<file path="src/hw/rtl/cbfc_pkg.sv">
package cbfc_pkg;

  localparam int CHUNK_SIZE = 16;
  localparam int BOX_TOP    = 255;

  localparam int CHUNK_W    = 16;
  localparam int NUM_PLANES = 6;
  localparam int REG_N      = 8;
  localparam int CFG_W      = 64;
  localparam int CFG_IDX_W  = $clog2(REG_N);

  // x1 = (chunk_x + 1) * CHUNK_SIZE needs one bit beyond the field plus the size bits
  localparam int COORD_W = CHUNK_W + 1 + $clog2(CHUNK_SIZE + 1);
  localparam int COEF_W  = 33;
  localparam int PROD_W  = COEF_W + COORD_W;
  localparam int VAL_W   = PROD_W + 2;

  typedef logic signed [COORD_W-1:0] coord_t;
  typedef logic signed [COEF_W-1:0]  coef_t;
  typedef logic signed [PROD_W-1:0]  prod_t;
  typedef logic signed [VAL_W-1:0]   val_t;
  typedef logic [REG_N-1:0][CFG_W-1:0] cfg_bank_t;

  // Identity matrix, 1.0 = 0x10000 on the diagonal; register 7 first.
  localparam cfg_bank_t CFG_RESET = {
    64'h0001_0000_0000_0000,  // col3_rows23
    64'h0000_0000_0000_0000,  // col3_rows01
    64'h0000_0000_0001_0000,  // col2_rows23
    64'h0000_0000_0000_0000,  // col2_rows01
    64'h0000_0000_0000_0000,  // col1_rows23
    64'h0001_0000_0000_0000,  // col1_rows01
    64'h0000_0000_0000_0000,  // col0_rows23
    64'h0000_0000_0001_0000   // col0_rows01
  };

  // Matrix row combined with row 3 for each plane, and whether it is subtracted.
  localparam int PLANE_ROW [NUM_PLANES] = '{0, 0, 1, 1, 2, 2};
  localparam bit PLANE_NEG [NUM_PLANES] = '{1'b1, 1'b0, 1'b0, 1'b1, 1'b1, 1'b0};

  typedef struct packed {
    coef_t a;
    coef_t c;
    val_t  k;     // d plus the best y term
    logic  flat;  // normal is all zero
  } plane_t;

  typedef struct packed {
    logic   valid;
    logic   vis;
    coord_t x0;
    coord_t x1;
    coord_t z0;
    coord_t z1;
  } item_t;

endpackage

</file>
<file path="src/hw/rtl/cbfc_cell.sv">
module cbfc_cell (
  input  logic              clk,
  input  logic              rst,
  input  cbfc_pkg::plane_t  plane,
  input  cbfc_pkg::item_t   up,
  output logic              up_ready,
  output cbfc_pkg::item_t   down,
  input  logic              down_ready
);

  // stage 1: products of the nearest-to-positive corner
  logic            s1_valid;
  logic            s1_vis;
  cbfc_pkg::coord_t s1_x0, s1_x1, s1_z0, s1_z1;
  cbfc_pkg::prod_t s1_pa;
  cbfc_pkg::prod_t s1_pc;
  // stage 2: plane verdict
  cbfc_pkg::item_t s2;

  cbfc_pkg::coord_t xsel;
  cbfc_pkg::coord_t zsel;
  cbfc_pkg::val_t   sum;
  logic             s1_ready;
  logic             s2_ready;

  assign xsel = (plane.a > 0) ? up.x1 : up.x0;
  assign zsel = (plane.c > 0) ? up.z1 : up.z0;
  assign sum  = cbfc_pkg::val_t'(s1_pa) + cbfc_pkg::val_t'(s1_pc) + plane.k;

  assign s2_ready = !s2.valid || down_ready;
  assign s1_ready = !s1_valid || s2_ready;
  assign up_ready = s1_ready;
  assign down     = s2;

  always_ff @(posedge clk) begin
    if (rst) begin
      s1_valid <= 1'b0;
    end else if (s1_ready) begin
      s1_valid <= up.valid;
    end
    if (s1_ready && up.valid) begin
      s1_vis <= up.vis && !plane.flat;
      s1_x0  <= up.x0;
      s1_x1  <= up.x1;
      s1_z0  <= up.z0;
      s1_z1  <= up.z1;
      s1_pa  <= cbfc_pkg::prod_t'(plane.a) * cbfc_pkg::prod_t'(xsel);
      s1_pc  <= cbfc_pkg::prod_t'(plane.c) * cbfc_pkg::prod_t'(zsel);
    end
  end

  always_ff @(posedge clk) begin
    if (rst) begin
      s2.valid <= 1'b0;
    end else if (s2_ready) begin
      s2.valid <= s1_valid;
    end
    if (s2_ready && s1_valid) begin
      s2.vis <= s1_vis && (sum > 0);
      s2.x0  <= s1_x0;
      s2.x1  <= s1_x1;
      s2.z0  <= s1_z0;
      s2.z1  <= s1_z1;
    end
  end

endmodule

</file>
<file path="config.mk">
export PLATFORM = sky130hd
export DESIGN_NAME = cbfc_cell
export DESIGN_NICKNAME = d
export VERILOG_FILES = /design/src/hw/rtl/cbfc_pkg.sv /design/src/hw/rtl/cbfc_cell.sv
export SDC_FILE = /design/constraint.sdc
export NUM_CORES = 2
export LEC_CHECK = 0
export BUFFER_PORTS_ARGS = -buffer_cell sky130_fd_sc_hd__buf_2
export CAP_MARGIN = 5
export CORE_MARGIN = 2
export CORE_UTILIZATION = 40
export DETAILED_ROUTE_END_ITERATION = 12
export PLACE_DENSITY = 0.61
export SETUP_SLACK_MARGIN = 0.1
export SYNTH_ARGS = -nofsm -noshare
export SYNTH_HDL_FRONTEND = slang
export SYNTH_SLANG_ARGS = --single-unit
export TNS_END_PERCENT = 5
</file>
<file path="constraint.sdc">
create_clock -name clk -period 25.8 [get_ports clk]
set_input_delay 2.58 -clock clk [delete_from_list [all_inputs] [get_ports clk]]
set_output_delay 2.58 -clock clk [all_outputs]
set_load 0.03 [all_outputs]
</file>
Word level (Yosys, flattened, before mapping):

Index checks and enable logic that the tools add are counted.

* output and inout bits: 91
* bits in registers: 290
* word-level logic and storage cells: 32
* input port bits: 217

* $mul: 2
* muxes and demuxes: 2
* order comparisons: 3
* add/subtract/negate cells: 2
* reductions and logical operators: 9

Operators with widths (count)
* $mul A33 B22 Y55: 2
* $gt A33 B1 Y1 const B: 2
* $add A56 B57 Y57: 1
* $gt A57 B1 Y1 const B: 1
* $add A55 B55 Y56: 1
* $mux W22: 2
* $logic_and A1 B1 Y1: 4
* $logic_not A1 Y1: 3
* $logic_or A1 B1 Y1: 2

Longest topological paths before layout:

* depth in word-level cells: 4
* gate-level depth with buffers: 32
* depth with buffers taken out: 30

Least setup slack after synthesis:

OpenSTA, ideal clock, no wires.

* path kind: input port to flip-flop
* start: input plane[116] (netlist name)
* end: register s1_pa[53], data pin
* required time: 25.526 ns
* setup time: 0.274 ns
* buffers on the path: 2
* cell stages on the path: 30
* data arrival time: 10.377 ns
* path slack: 15.150 ns
* path through: nor4_1 > nand4_1 > o21bai_1 > clkbuf_1 > mux2i_1 > clkbuf_1 > nor2b_1 > fa_1 > fa_1 > inv_1 > fa_1 > inv_1 > fa_1 > fa_1 > fa_1 > inv_1 > fa_1 > inv_1 > ha_1 > a21o_1 > a31o_2 > a31oi_1 > o21bai_1 > o21ai_0 > a21oi_1 > o2111ai_1 > nand3_1 > a2111oi_2 > o41ai_1 > xor2_1

* word-level cells in the longest chain between the ends: 3

RTL lines
* start, declared: line cbfc_cell.sv:4 `input cbfc_pkg::plane_t plane,`
* $gt A33 B1 Y1: line cbfc_cell.sv:26 `assign xsel = (plane.a > 0) ? up.x1 : up.x0;`
* $mux W22: line cbfc_cell.sv:26
* $mul A33 B22 Y55 (*): line cbfc_cell.sv:47 `s1_pa <= cbfc_pkg::prod_t'(plane.a) * cbfc_pkg::prod_t'(xsel);`
* end signal, assigned: line cbfc_cell.sv:47
* end, declared: line cbfc_cell.sv:15 `cbfc_pkg::prod_t s1_pa;`

Every way passes the cells marked *; elsewhere a longest branch is shown, timed or not.
A chain may end at the register's enable or synchronous reset.

Worst setup path in the final report:

* start: input plane[61] (netlist name)
* end: register s1_pc[50], data pin

* word-level cells in the longest chain between the ends: 3

RTL lines
* $gt A33 B1 Y1: line cbfc_cell.sv:27 `assign zsel = (plane.c > 0) ? up.z1 : up.z0;`
* $mux W22: line cbfc_cell.sv:27
* $mul A33 B22 Y55 (*): line cbfc_cell.sv:48 `s1_pc <= cbfc_pkg::prod_t'(plane.c) * cbfc_pkg::prod_t'(zsel);`
* end signal, assigned: line cbfc_cell.sv:48
* end, declared: line cbfc_cell.sv:16 `cbfc_pkg::prod_t s1_pc;`

Marks and branches as above.

==> results.txt <==
DRT Pass-1 Iters: 7
Critical Path Most Common Cell: fa_1
Die height: 406 um
Synth Area in Compound Gates: 5.33%
Post-synthesis xor/xnor area fraction: 2.02%
CP required: 26.18 ns
Final setup TNS: 0 ns
Reg2reg setup slack: 19.97 ns
Setup Buffers After CTS: 0
CORE AREA: 161000 um^2
Largest net degree at the start of global routing: 70
R2r endpoint: down[88]$_DFFE_PP_
Routability congestion estimate: 0.932
Routed wl met2: 90500 um
Slowest CP cell: o21bai_4
Violation count after the first detailed-route iteration: 3057
Remaining Overflow, GRT: 0
Crit-path max cell delay: 0.89 ns
Drt wl/cell: 21.3 um
Vias in the first global route: 50059
FFs w/ async S/R, synth: 0%
Reg clk slew, reported paths: 0.06 ns
Hold Path End: down[15]$_DFFE_PP_
H-tree depth: 2
CTS Root Cell: clkbuf_16
Reg2reg start: s1_pa[1]$_DFFE_PP_
Setup crit end kind: flop
Via density: 5.19
Area leader, netlist: fa_1
M1 WL: 76100 um
Mapped Avg Cell Area: 9.86 um^2
Crit path max-delay family: adder cells
First-pass GRT wire length: 293000 um
Post-synthesis net count: 8640
Post-detail-place hpwl: 150000 um
Synth Instances: 6555
Wire length on met3: 13200 um
Ys Warns: 0
Die ar.: 165000 um^2
Worst hold path class: reg2reg
Most numerous cell in the Yosys netlist: fa_1
Outcome: finished clean
Crit Path Category: in2reg
Post-Synth Adder-Cell Area: 53.6%
GR Util All Layers: 23.5%
Post-Syn Area: 64600 um^2
Rows: 147
Hold path start: s1_z1[15]$_DFFE_PP_
DR DRC count: 0
Fin crit period: 12.18 ns
Distinct cells, synth: 95
Simple logic cell fraction of the synthesized area: 14.5%
Clock Skews: 0.0420 ns
Final setup viols: 0
I/O pin count: 308
Initial Utilization: 40.2%
Slew @ Worst Pin: 1.39 ns
#FFs+latches synth: 290
Critical Path AT: 12.56 ns
Worst reg2reg path depth: 15
Final period util: 47.2%
Top cells by count, synth: 1499 x fa_1, 1449 x inv_1, 889 x nand2_1
Relative slew slack: 7.32%
ANT nets after route: 0
Final Hold Vio Count: 0
CTS Hold Buffers Added: 0
Synth top area share: 46.4%
Mux contribution to synthesized area: 0.842%
Post-synth EDFFs: 288
P&R area growth vs syn: 7.19%
Pins Over Slew Limit: 0
TritonCTS clock tree: done
Die W: 406 um
Clock sinks: 290
Max Cap Violations: 0
Hold Crit Depth: 0
Crit Path Max Fanout: 32
Largest cells by area after synthesis: fa_1 46%, edfxtp_1 13%, inv_1 8.4%
Unrepaired setup endpoints after global routing: no
FMAX: 82.1 MHz
Post-synthesis sequential area ratio: 13.4%
WP buf/inv: 6
Port Buffers: 307
Initial antenna violation count: 7
CTS buffer count: 39
Clk_lat worst skew: 0.62 ns
CP Launch Type: primary input
DR top layer: met5
Drt total wl: 188000 um
CTS Buffer Depth: 3
Layout cells sized above 1: 7.44%
# nets final: 8713
Most used DFF post-synth: edfxtp_1
Vias: 45768
Largest family of logic cells by synthesized area: adder cells
CTS resizes: 0
## metal layers
layer / global-route usage [%] / vias to the layer above
met4: 8.80 / 4
met1: 30.9 / 23875
met3: 3.56 / 342
met2: 39.2 / 1703
met5: 0 / -
li1: - / 19844
## sequential cells by signal, indices dropped and copies added, names as in the netlist
name / count
s1_valid: 1
s1_pa: 55
s1_vis: 1
down: 90
s1_pc: 55
s1_z1: 22
s1_z0: 22
s1_x0: 22
s1_x1: 22
## kinds of logic (layout without fill, tap and decap cells)
| group | after synthesis | in the layout |
|---|---|---|
| AOI/OAI and AO/OA | 516 | 516 |
| xor gates and xnor gates | 149 | 149 |
| adders and majority gates | 1868 | 1868 |
| buffers and inverters | 1756 | 1855 |
| DFF | 290 | 290 |
| muxes | 50 | 50 |
| other | 0 | 1 |
| and+or+nand+nor | 1926 | 1926 |
## stage by stage
stage | hold slack, ns | worst slack [ns] | cell area [um^2] | utilization [%] | cells
after floorplan | 0.400 | 15.15 | 64600 | - | 6555
after CTS | 0.415 | 13.78 | 69300 | 43.1 | 8814
after global placement | 0.400 | 13.14 | 68000 | 42.3 | 8747
after global routing | 0.419 | 13.08 | 69300 | 43.1 | 8814
after detailed placement | 0.405 | 13.12 | 68000 | 42.3 | 8747
final | 0.416 | 13.62 | 69300 | 43.1 | 8815
## how the worst max path moves through the flow
stage | from | end | slack, ns | cells after the start
finish | plane[61] | s1_pc[50]$_DFFE_PP_ | 13.62 | 29
detailed placement | plane[61] | s1_pc[50]$_DFFE_PP_ | 13.12 | 29
floorplan | plane[116] | s1_pa[53]$_DFFE_PP_ | 15.15 | 30
global placement | plane[58] | s1_pc[50]$_DFFE_PP_ | 13.14 | 29
CTS | plane[61] | s1_pc[50]$_DFFE_PP_ | 13.78 | 29
global route | plane[61] | s1_pc[50]$_DFFE_PP_ | 13.08 | 29
## layout by cell type, fill, tap and decap left out, types with 9 or more instances in the layout
master / instances
a31oi_1: 15
nand4_1: 33
clkbuf_16: 39
nand2b_1: 42
o211ai_1: 13
inv_1: 1449
or2_2: 17
nor3_1: 34
mux2i_2: 9
nand2_1: 889
o21bai_1: 21
a21oi_1: 144
and3_1: 21
o21a_1: 27
xor2_1: 55
edfxtp_1: 288
o21ai_0: 80
ha_1: 369
nand3_1: 34
a21o_1: 72
nor2_1: 172
and2_1: 332
a211oi_1: 22
nor2b_1: 285
nor4_1: 23
buf_2: 307
buf_4: 32
xnor2_1: 94
o22ai_1: 10
mux2_2: 35
fa_1: 1499
## area by class of cell
cell class / count / area [um^2]
clock buffers: 42 / 987
well taps: 2160 / 2700
flip-flops and latches: 290 / 8690
fillers: 15467 / 91300
inverters: 1449 / 5440
multi-input cells: 4509 / 49400
repair buffers: 339 / 1780
diodes: 1 / 2.50
clock inverters: 25 / 278
Power is left out: the tool's default activity adds up to more than one toggle a clock period on the data nets, which glitch-free logic cannot reach.
